<file path="config.mk">
export PLATFORM = sky130hd
export DESIGN_NAME = uart_transceiver
export DESIGN_NICKNAME = d
export VERILOG_FILES = /design/src/rtl/uart_pkg.sv /design/src/rtl/uart_transceiver.sv
export SDC_FILE = /design/constraint.sdc
export NUM_CORES = 1
export LEC_CHECK = 0
export BUFFER_PORTS_ARGS = -buffer_cell sky130_fd_sc_hd__buf_4
export CAP_MARGIN = 20
export CORE_MARGIN = 1
export CORE_UTILIZATION = 35
export CTS_CLUSTER_SIZE = 16
export DETAILED_ROUTE_END_ITERATION = 16
export HOLD_SLACK_MARGIN = 0.06
export PLACE_DENSITY = 0.54
export SLEW_MARGIN = 20
export SYNTH_ARGS = -nofsm -noshare
export SYNTH_HDL_FRONTEND = slang
export SYNTH_SLANG_ARGS = --single-unit
</file>
<file path="constraint.sdc">
create_clock -name aclk -period 4.1 [get_ports aclk]
set_clock_uncertainty 0.05 [all_clocks]
set_input_delay 0.41 -clock aclk [delete_from_list [all_inputs] [get_ports aclk]]
set_output_delay 0.41 -clock aclk [all_outputs]
set_load 0.03 [all_outputs]
</file>
<file path="src/rtl/uart_pkg.sv">
// Shared constants, types and register codes of the UART transceiver.
package uart_pkg;

    localparam int TICK_COUNTER_WIDTH = 16;
    localparam int MAX_CHAR_BITS      = 8;

    localparam int CFG_DATA_W   = 16;
    localparam int CFG_INDEX_W  = 2;
    localparam int TX_CNT_W     = TICK_COUNTER_WIDTH;
    localparam int RX_CNT_W     = TICK_COUNTER_WIDTH + 1;
    localparam int CMP_W        = (TX_CNT_W > CFG_DATA_W) ? TX_CNT_W : CFG_DATA_W;
    localparam int TX_SHIFT_W   = MAX_CHAR_BITS + 4;
    localparam int RX_SHIFT_W   = MAX_CHAR_BITS + 1;
    localparam int BITS_W       = 4;
    localparam int S_TDATA_W    = 16;
    localparam int M_TDATA_W    = 16;

    localparam logic [BITS_W-1:0] CHAR_BITS_MIN = BITS_W'(5);
    localparam logic [BITS_W-1:0] CHAR_BITS_MAX = BITS_W'(MAX_CHAR_BITS);
    localparam logic [BITS_W-1:0] FRAME_MAX     = BITS_W'(MAX_CHAR_BITS + 4);

    typedef enum logic [CFG_INDEX_W-1:0] {
        REG_BIT_PERIOD  = 2'd0,
        REG_CHAR_BITS   = 2'd1,
        REG_PARITY_MODE = 2'd2,
        REG_STOP_COUNT  = 2'd3
    } cfg_index_t;

    typedef enum logic [1:0] {
        PAR_OFF  = 2'd0,
        PAR_ODD  = 2'd1,
        PAR_EVEN = 2'd2
    } parity_mode_t;

    typedef struct packed {
        logic                     tx_line;
        logic                     tx_busy;
        logic                     rx_valid;
        logic [7:0]               rx_byte;
        logic                     rx_parity_error;
    } result_t;

endpackage

</file>
<file path="src/rtl/uart_transceiver.sv">
// UART transceiver top level: one tick per transaction, framing, sampling and parity.
//
//  channel   | ports                         | payload, lowest bit up
//  ----------+-------------------------------+------------------------------------------
//  s_ (in)   | s_tvalid s_tready s_tdata[15:0]| rx_line, tx_start, tx_byte[7:0], zero pad
//  m_ (out)  | m_tvalid m_tready m_tdata[15:0]| tx_line, tx_busy, rx_valid, rx_byte[7:0],
//            |                               | rx_parity_error, zero pad
//  cfg (wr)  | cfg_wr_en cfg_index cfg_wr_data| bit period, character length, parity mode,
//            |                               | stop count
//
// One transaction per cycle sustained while m_ accepts; a tick passes an input register and one
// stage of counter and shift logic into the result register.
// Transmit and receive counters advance only when a tick moves into the result register.
// A stall on m_ holds the result register; s_tready then drops once the input register fills.
// aresetn is synchronous, active low, and restores the configuration defaults.
module uart_transceiver
    import uart_pkg::*;
(
    input  logic                   aclk,
    input  logic                   aresetn,
    input  logic                   s_tvalid,
    output logic                   s_tready,
    input  logic [S_TDATA_W-1:0]   s_tdata,   // rx_line, tx_start, tx_byte[7:0]
    output logic                   m_tvalid,
    input  logic                   m_tready,
    output logic [M_TDATA_W-1:0]   m_tdata,   // tx_line, tx_busy, rx_valid, rx_byte, rx_parity_error
    input  logic                   cfg_wr_en,
    input  logic [CFG_INDEX_W-1:0] cfg_index,
    input  logic [CFG_DATA_W-1:0]  cfg_wr_data
);

    logic [CFG_DATA_W-1:0] bit_period_reg;
    logic [BITS_W-1:0]     char_bits_reg;
    logic [1:0]            parity_mode_reg;
    logic [1:0]            stop_count_reg;

    logic       in_valid_reg;
    logic       in_rx_line_reg;
    logic       in_tx_start_reg;
    logic [7:0] in_tx_byte_reg;

    logic    out_valid_reg;
    result_t out_reg, out_next;

    logic [TX_SHIFT_W-1:0] tx_shift_reg, tx_shift_next;
    logic [BITS_W-1:0]     tx_bits_left_reg, tx_bits_left_next;
    logic [TX_CNT_W-1:0]   tx_tick_count_reg, tx_tick_count_next;
    logic                  rx_prev_level_reg;
    logic                  rx_active_reg, rx_active_next;
    logic [RX_CNT_W-1:0]   rx_tick_count_reg, rx_tick_count_next;
    logic [RX_SHIFT_W-1:0] rx_shift_reg, rx_shift_next;
    logic [BITS_W-1:0]     rx_bits_left_reg, rx_bits_left_next;

    logic out_ready;
    logic advance;

    logic [BITS_W-1:0]        eff_data;
    logic                     eff_parity;
    logic [1:0]               eff_stop;
    logic [CFG_DATA_W-1:0]    period;
    logic [TX_CNT_W-1:0]      tx_cnt_inc;
    logic [MAX_CHAR_BITS-1:0] tx_data;
    logic                     tx_odd;
    logic [BITS_W-1:0]        rx_total;
    logic [MAX_CHAR_BITS-1:0] rx_data;
    logic                     rx_par_bit;
    logic                     rx_cnt_odd;
    logic                     perr;
    logic [CFG_DATA_W:0]      rx_start_offset;

    assign out_ready = !out_valid_reg || m_tready;
    assign advance   = in_valid_reg && out_ready;
    assign s_tready  = !in_valid_reg || out_ready;
    assign m_tvalid  = out_valid_reg;
    assign m_tdata   = {4'd0, out_reg.rx_parity_error, out_reg.rx_byte, out_reg.rx_valid,
                        out_reg.tx_busy, out_reg.tx_line};

    always_ff @(posedge aclk) begin
        if (!aresetn) begin
            bit_period_reg  <= CFG_DATA_W'(104);
            char_bits_reg   <= BITS_W'(8);
            parity_mode_reg <= PAR_OFF;
            stop_count_reg  <= 2'd1;
        end else if (cfg_wr_en) begin
            case (cfg_index_t'(cfg_index))
                REG_BIT_PERIOD:  bit_period_reg  <= cfg_wr_data;
                REG_CHAR_BITS:   char_bits_reg   <= cfg_wr_data[BITS_W-1:0];
                REG_PARITY_MODE: parity_mode_reg <= cfg_wr_data[1:0];
                REG_STOP_COUNT:  stop_count_reg  <= cfg_wr_data[1:0];
                default: ;
            endcase
        end
    end

    always_ff @(posedge aclk) begin
        if (!aresetn) begin
            in_valid_reg <= 1'b0;
        end else if (s_tready) begin
            in_valid_reg <= s_tvalid;
        end
    end

    always_ff @(posedge aclk) begin
        if (s_tready && s_tvalid) begin
            in_rx_line_reg  <= s_tdata[0];
            in_tx_start_reg <= s_tdata[1];
            in_tx_byte_reg  <= s_tdata[9:2];
        end
    end

    always_comb begin
        eff_data = char_bits_reg;
        if (char_bits_reg < CHAR_BITS_MIN) begin
            eff_data = CHAR_BITS_MIN;
        end else if (char_bits_reg > CHAR_BITS_MAX) begin
            eff_data = CHAR_BITS_MAX;
        end
        eff_parity = (parity_mode_reg == PAR_ODD) || (parity_mode_reg == PAR_EVEN);
        eff_stop   = (stop_count_reg >= 2'd2) ? 2'd2 : 2'd1;
        period     = (bit_period_reg == '0) ? CFG_DATA_W'(1) : bit_period_reg;
        tx_cnt_inc = tx_tick_count_reg + TX_CNT_W'(1);

        tx_data = MAX_CHAR_BITS'(in_tx_byte_reg);
        for (int i = 0; i < MAX_CHAR_BITS; i++) begin
            if (BITS_W'(i) >= eff_data) begin
                tx_data[i] = 1'b0;
            end
        end
        tx_odd = ^tx_data;

        // transmit
        tx_shift_next      = tx_shift_reg;
        tx_bits_left_next  = tx_bits_left_reg;
        tx_tick_count_next = tx_tick_count_reg;
        if (tx_bits_left_reg != '0) begin
            tx_tick_count_next = tx_cnt_inc;
            if (CMP_W'(tx_cnt_inc) >= CMP_W'(period)) begin
                tx_tick_count_next = '0;
                tx_shift_next      = {1'b1, tx_shift_reg[TX_SHIFT_W-1:1]};
                tx_bits_left_next  = tx_bits_left_reg - BITS_W'(1);
            end
        end else if (in_tx_start_reg) begin
            tx_shift_next = '1;
            tx_shift_next[0] = 1'b0;
            for (int i = 0; i < MAX_CHAR_BITS; i++) begin
                if (BITS_W'(i) < eff_data) begin
                    tx_shift_next[i+1] = tx_data[i];
                end
            end
            for (int i = 0; i < MAX_CHAR_BITS + 1; i++) begin
                if (eff_parity && BITS_W'(i) == eff_data) begin
                    tx_shift_next[i+1] = (parity_mode_reg == PAR_ODD) ? !tx_odd : tx_odd;
                end
            end
            tx_bits_left_next  = BITS_W'(1) + eff_data + BITS_W'(eff_parity)
                                 + BITS_W'(eff_stop);
            tx_tick_count_next = '0;
        end

        // receive
        rx_total           = eff_data + BITS_W'(eff_parity);
        rx_start_offset    = {1'b0, bit_period_reg}
                             + (CFG_DATA_W + 1)'(bit_period_reg[CFG_DATA_W-1:1]);
        rx_active_next     = rx_active_reg;
        rx_tick_count_next = rx_tick_count_reg;
        rx_shift_next      = rx_shift_reg;
        rx_bits_left_next  = rx_bits_left_reg;
        rx_data            = '0;
        rx_par_bit         = 1'b0;
        rx_cnt_odd         = 1'b0;
        perr               = 1'b0;
        out_next.rx_valid  = 1'b0;
        out_next.rx_byte   = '0;
        if (rx_active_reg) begin
            if (rx_tick_count_reg <= RX_CNT_W'(1)) begin
                rx_tick_count_next = RX_CNT_W'(bit_period_reg);
                rx_shift_next = rx_shift_reg >> 1;
                for (int i = 0; i < RX_SHIFT_W; i++) begin
                    if (BITS_W'(i + 1) == rx_total) begin
                        rx_shift_next[i] = rx_shift_next[i] | in_rx_line_reg;
                    end
                end
                if (rx_bits_left_reg != '0) begin
                    rx_bits_left_next = rx_bits_left_reg - BITS_W'(1);
                end
                for (int i = 0; i < MAX_CHAR_BITS; i++) begin
                    if (BITS_W'(i) < eff_data) begin
                        rx_data[i] = rx_shift_next[i];
                    end
                end
                for (int i = 0; i < RX_SHIFT_W; i++) begin
                    if (BITS_W'(i) == eff_data) begin
                        rx_par_bit = rx_shift_next[i];
                    end
                end
                rx_cnt_odd = (^rx_data) ^ rx_par_bit;
                if (rx_bits_left_next == '0) begin
                    rx_active_next    = 1'b0;
                    out_next.rx_valid = 1'b1;
                    if (eff_parity) begin
                        perr = ((parity_mode_reg == PAR_ODD) && !rx_cnt_odd) ||
                               ((parity_mode_reg == PAR_EVEN) && rx_cnt_odd);
                    end
                    out_next.rx_byte = perr ? 8'd0 : 8'(rx_data);
                end
            end else begin
                rx_tick_count_next = rx_tick_count_reg - RX_CNT_W'(1);
            end
        end else if (rx_prev_level_reg && !in_rx_line_reg) begin
            rx_active_next     = 1'b1;
            rx_tick_count_next = RX_CNT_W'(rx_start_offset);
            rx_shift_next      = '0;
            rx_bits_left_next  = rx_total;
        end

        out_next.rx_parity_error = perr;
        out_next.tx_busy         = (tx_bits_left_next != '0);
        out_next.tx_line         = (tx_bits_left_next != '0) ? tx_shift_next[0] : 1'b1;
    end

    always_ff @(posedge aclk) begin
        if (!aresetn) begin
            tx_shift_reg      <= '1;
            tx_bits_left_reg  <= '0;
            tx_tick_count_reg <= '0;
            rx_prev_level_reg <= 1'b1;
            rx_active_reg     <= 1'b0;
            rx_tick_count_reg <= '0;
            rx_shift_reg      <= '0;
            rx_bits_left_reg  <= '0;
        end else if (advance) begin
            tx_shift_reg      <= tx_shift_next;
            tx_bits_left_reg  <= tx_bits_left_next;
            tx_tick_count_reg <= tx_tick_count_next;
            rx_prev_level_reg <= in_rx_line_reg;
            rx_active_reg     <= rx_active_next;
            rx_tick_count_reg <= rx_tick_count_next;
            rx_shift_reg      <= rx_shift_next;
            rx_bits_left_reg  <= rx_bits_left_next;
        end
    end

    always_ff @(posedge aclk) begin
        if (!aresetn) begin
            out_valid_reg <= 1'b0;
        end else if (out_ready) begin
            out_valid_reg <= in_valid_reg;
        end
    end

    always_ff @(posedge aclk) begin
        if (advance) begin
            out_reg <= out_next;
        end
    end

    a_perr_with_valid: assert property (@(posedge aclk) disable iff (!aresetn)
        out_valid_reg && out_reg.rx_parity_error |-> out_reg.rx_valid)
        else $error("parity error flagged without a received character");

    a_idle_line_high: assert property (@(posedge aclk) disable iff (!aresetn)
        out_valid_reg && !out_reg.tx_busy |-> out_reg.tx_line)
        else $error("transmit line low while idle");

    a_byte_zero_unless_valid: assert property (@(posedge aclk) disable iff (!aresetn)
        out_valid_reg && !out_reg.rx_valid |-> out_reg.rx_byte == 8'd0)
        else $error("received byte set without rx_valid");

    a_tx_bits_bound: assert property (@(posedge aclk) disable iff (!aresetn)
        tx_bits_left_reg <= FRAME_MAX)
        else $error("transmit bit count beyond frame length");

    a_rx_bits_bound: assert property (@(posedge aclk) disable iff (!aresetn)
        rx_bits_left_reg <= BITS_W'(RX_SHIFT_W))
        else $error("receive bit count beyond character length");

    a_state_holds_without_advance: assert property (@(posedge aclk) disable iff (!aresetn)
        !advance |=> $stable(tx_bits_left_reg) && $stable(rx_active_reg))
        else $error("tick state moved without a transaction");

endmodule
</file>
==> results.tsv <==
stage	metric	value	unit
status	status	complete, no violations	
clock_tree	Root Driver	clkbuf_16	
routing	Met1 Wirelength	8991	um
sta	Min Hold Slack	0.1690	ns
clock_tree	CTS tree	yes	
sta	fmax	261.3	MHz
routing	DRC viols	0	
sta	Worst-Margin Slew	1.068	ns
routing	wire length per cell	15.08	um
synth	Post-Synthesis Cells	848	
power_and_ir_drop	Leakage Power	3.436	nW
synth	Synth Warn #	0	
clock_tree	total CTS buffers	9	
worst_setup_path	Worst setup EP type	register	
worst_setup_path	Startpoint Class	register	
layout	FF/Latch Area	0.002422	mm^2
clock_tree	CTS Sinks	110	
global_route	vias in the first global route	5701	
clock_tree	postcts setup bufs	0	
global_route	GRT Util Overall	0.1789	
clock_tree	H-tree Lvls	3	
sta	setup TNS	0	ns
worst_setup_path	crit-path max FO	9	
routing	vias	6047	
placement	dpl ws	0.1382	ns
global_route	antenna violations before repair	0	
power_and_ir_drop	pwr dens	325.0	mW/mm^2
die	Die ar.	0.02058	mm^2
flow_run	max_cap viols	0	
power_and_ir_drop	Cell Int Power	1.791	mW
layout	antenna cells	0	
die	initial core utilization	0.3586	
sta	Final Slew Violations	0	
power_and_ir_drop	Clk pwr share	0.346	
routing	DRT Pass-1 Iters	6	
routing	DRC violation total after the first TritonRoute iteration	324	
synth	library cells used by synthesis	66	
layout	share of layout cells above drive strength 1	0.1217	
placement	port buffer count	46	
synth	EDFF count, synth	22	
routing	met2 wire len	8006	um
worst_setup_path	CP Class	reg -> reg	
worst_setup_path	internal reg-to-reg setup slack	0.27	ns
placement	post-DP HPWL	12710	um
sta	Slew headroom	0.2825	
layout	area of the multi-input gates	0.004304	mm^2
sta	final setup vio count	0	
routing	Met3 Routed Length	350	um
synth	Most used DFF post-synth	dfxtp_1	
layout	most frequent cells in the layout	dfxtp_1 (88), nand2_1 (85), nor2_1 (85)	
routing	Post-Route WL	17630	um
layout	Layout fillers	2045	
worst_setup_path	crit-path cells	inv_1 > ha_1 > inv_1 > ha_1 > ha_1 > and3_1 > a31oi_1 > xnor2_1 > xnor3_1 > xnor3_1 > xnor2_1 > mux2_4 > nor4_1	
clock_tree	clock latency at the later pin of the worst-skew pair	0.36	ns
layout	P&R area growth vs syn	15.17	%
clock_tree	CTS clk-pin slew, worst paths	0.09	ns
global_route	grt ovf	0	
die	Die Y	143.5	um
die	Die W	143.5	um
sta	RSZ-0062 raised after global routing	no	
sta	final hold viol count	0	
power_and_ir_drop	combinational share of power	0.203	
routing	top layer in use	met4	
power_and_ir_drop	Overall Power	2.621	mW
layout	max reg flops	17	
routing	post-route antenna net violation count	0	
layout	leading cell type in the layout, fill and taps excluded	dfxtp_1	
worst_setup_path	Crit-path slowest cell	mux2_4	
worst_setup_path	CP max stage delay	0.37	ns
min_path	worst hold path type	in -> reg	
die	Ports	57	
sta	Final min period	3.828	ns
layout	Final #Nets	995	
power_and_ir_drop	P_sw	0.8304	mW
synth	Seq/Total Area, Yosys	0.3459	
worst_setup_path	CP required	4.22	ns
placement	Placer Congestion	0.8047	
clock_tree	Resized Gates After CTS	0	
synth	Cell Area, Synth	0.007003	mm^2
sta	final worst slack	0.2724	ns
die	Core Footprint	0.01953	mm^2
power_and_ir_drop	VDD IR max	0.2369	mV
worst_setup_path	Critical Path Most Common Cell	ha_1	
global_route	largest net degree at the start of global routing	36	
die	# rows	51	
synth	asr flop ratio synth	0	
global_route	first-pass GRT wire length	29060	um
worst_setup_path	Worst EP arrival	3.95	ns
power_and_ir_drop	Net Sw Frac	0.3168	
synth	syn_area_per_cell	8.258	um^2
clock_tree	CTS max path bufs	2	
routing	vias per std cell	5.173	
clock_tree	hold_buf cts	0	
sta	fin crit share	0.9336	
power_and_ir_drop	share of total power in sequential cells	0.451	
synth	Yosys reg bits	110	
-- synth_stat cells (3+ instances only) --
master    instances  area (um^2)
buf_1             4        15.01
buf_2             3        15.01
ha_1             55        688.2
nor2_1           85        319.1
nor3_1           30        150.1
and2_1            6        37.54
a31oi_1          12        75.07
or3_1             5        31.28
a21o_1           14        105.1
a31o_2            4        35.03
nor4_1            4        25.02
a22oi_1          18        135.1
o21ai_0          50        250.2
o21a_1            6        45.04
nand2b_1          7        43.79
nor2b_1           5        31.28
xor2_1           19        166.4
a211oi_1         13        97.59
nand3_1          15        75.07
inv_1            38        142.6
nand2_1          86        322.8
mux2i_1           8        80.08
clkbuf_1         27        101.4
nand3b_1          6        45.04
nand4_1           6        37.54
dfxtp_1          88         1762
a21oi_1          84        420.4
or4_1             3        22.52
buf_4             4        30.03
o211ai_1         21        157.7
nor3b_1           5        37.54
o211a_1           9        90.09
or2_2             3        18.77
o221ai_1          3        26.28
edfxtp_1         22        660.6
xnor2_1          30        262.8
and3_1           12        75.07
-- through the flow --
stage,utilization,cell area (um^2),cells
finish,0.4130,8065,1169
detailed placement,0.3970,7752,1153
global placement,0.3970,7752,1153
CTS,0.4121,8046,1169
global route,0.4130,8065,1169
floorplan,-,7014,851
-- kinds of logic after synthesis --
family / after synthesis / synth area share
other cells: 1 / 0.0005355
mux: 10 / 0.01519
fa+ha+maj: 57 / 0.1040
flops: 110 / 0.3459
buf+inv: 78 / 0.04449
xor+xnor: 51 / 0.06771
compound gates: 254 / 0.2292
simple gates: 287 / 0.1930
-- worst max-delay path: cells and delay by family, from the launching register on --
| kind | cells | cell delay, ns |
|---|---|---|
| AO/OA/AOI/OAI | 1 | 0.30 |
| XOR/XNOR | 4 | 1.12 |
| adder cells (fa/ha/maj) | 3 | 0.88 |
| buffers and inverters | 2 | 0.12 |
| flip-flops | 1 | 0.36 |
| multiplexers | 1 | 0.37 |
| AND/OR/NAND/NOR | 2 | 0.43 |
-- metal layers --
layer / vias up / GRT usage
met5: - / 0
met4: 0 / 0.05935
met3: 17 / 0.01933
met2: 71 / 0.2954
met1: 2804 / 0.2425
li1: 3155 / -
-- cell type report --
class                      count  area share
clock buffer                  10     0.02839
clock inverter                 6    0.008067
inverter                      40     0.01862
multi-input combinational    663      0.5337
sequential                   110      0.3003
tap                          265     0.04111
timing repair buffer          75     0.06981
-- path summary, 6_finish.rpt --
check | cells after the start | end | start
worst max-delay path | 13 | m_tdata[8]$_SDFFCE_PP0P_ | parity_mode_reg[0]$_SDFFE_PN0P_
worst min-delay path | 1 | in_rx_line_reg$_DFFE_PP_ | s_tdata[0]
worst max register to register | 13 | m_tdata[8]$_SDFFCE_PP0P_ | parity_mode_reg[0]$_SDFFE_PN0P_
worst min register to register | 1 | tx_shift_reg[11]$_SDFFE_PN1P_ | tx_shift_reg[11]$_SDFFE_PN1P_
-- power groups by stage --
stage / Sequential [mW] / Clock [mW] / Combinational, mW
2_1_floorplan: 1.21 / 0 / 0.376
3_3_place_gp: 1.21 / 0 / 0.529
3_5_place_dp: 1.21 / 0 / 0.530
4_1_cts: 1.18 / 0.929 / 0.533
5_1_grt: 1.19 / 0.974 / 0.597
6_report: 1.18 / 0.906 / 0.532
Power figures use the tool's default switching activity.
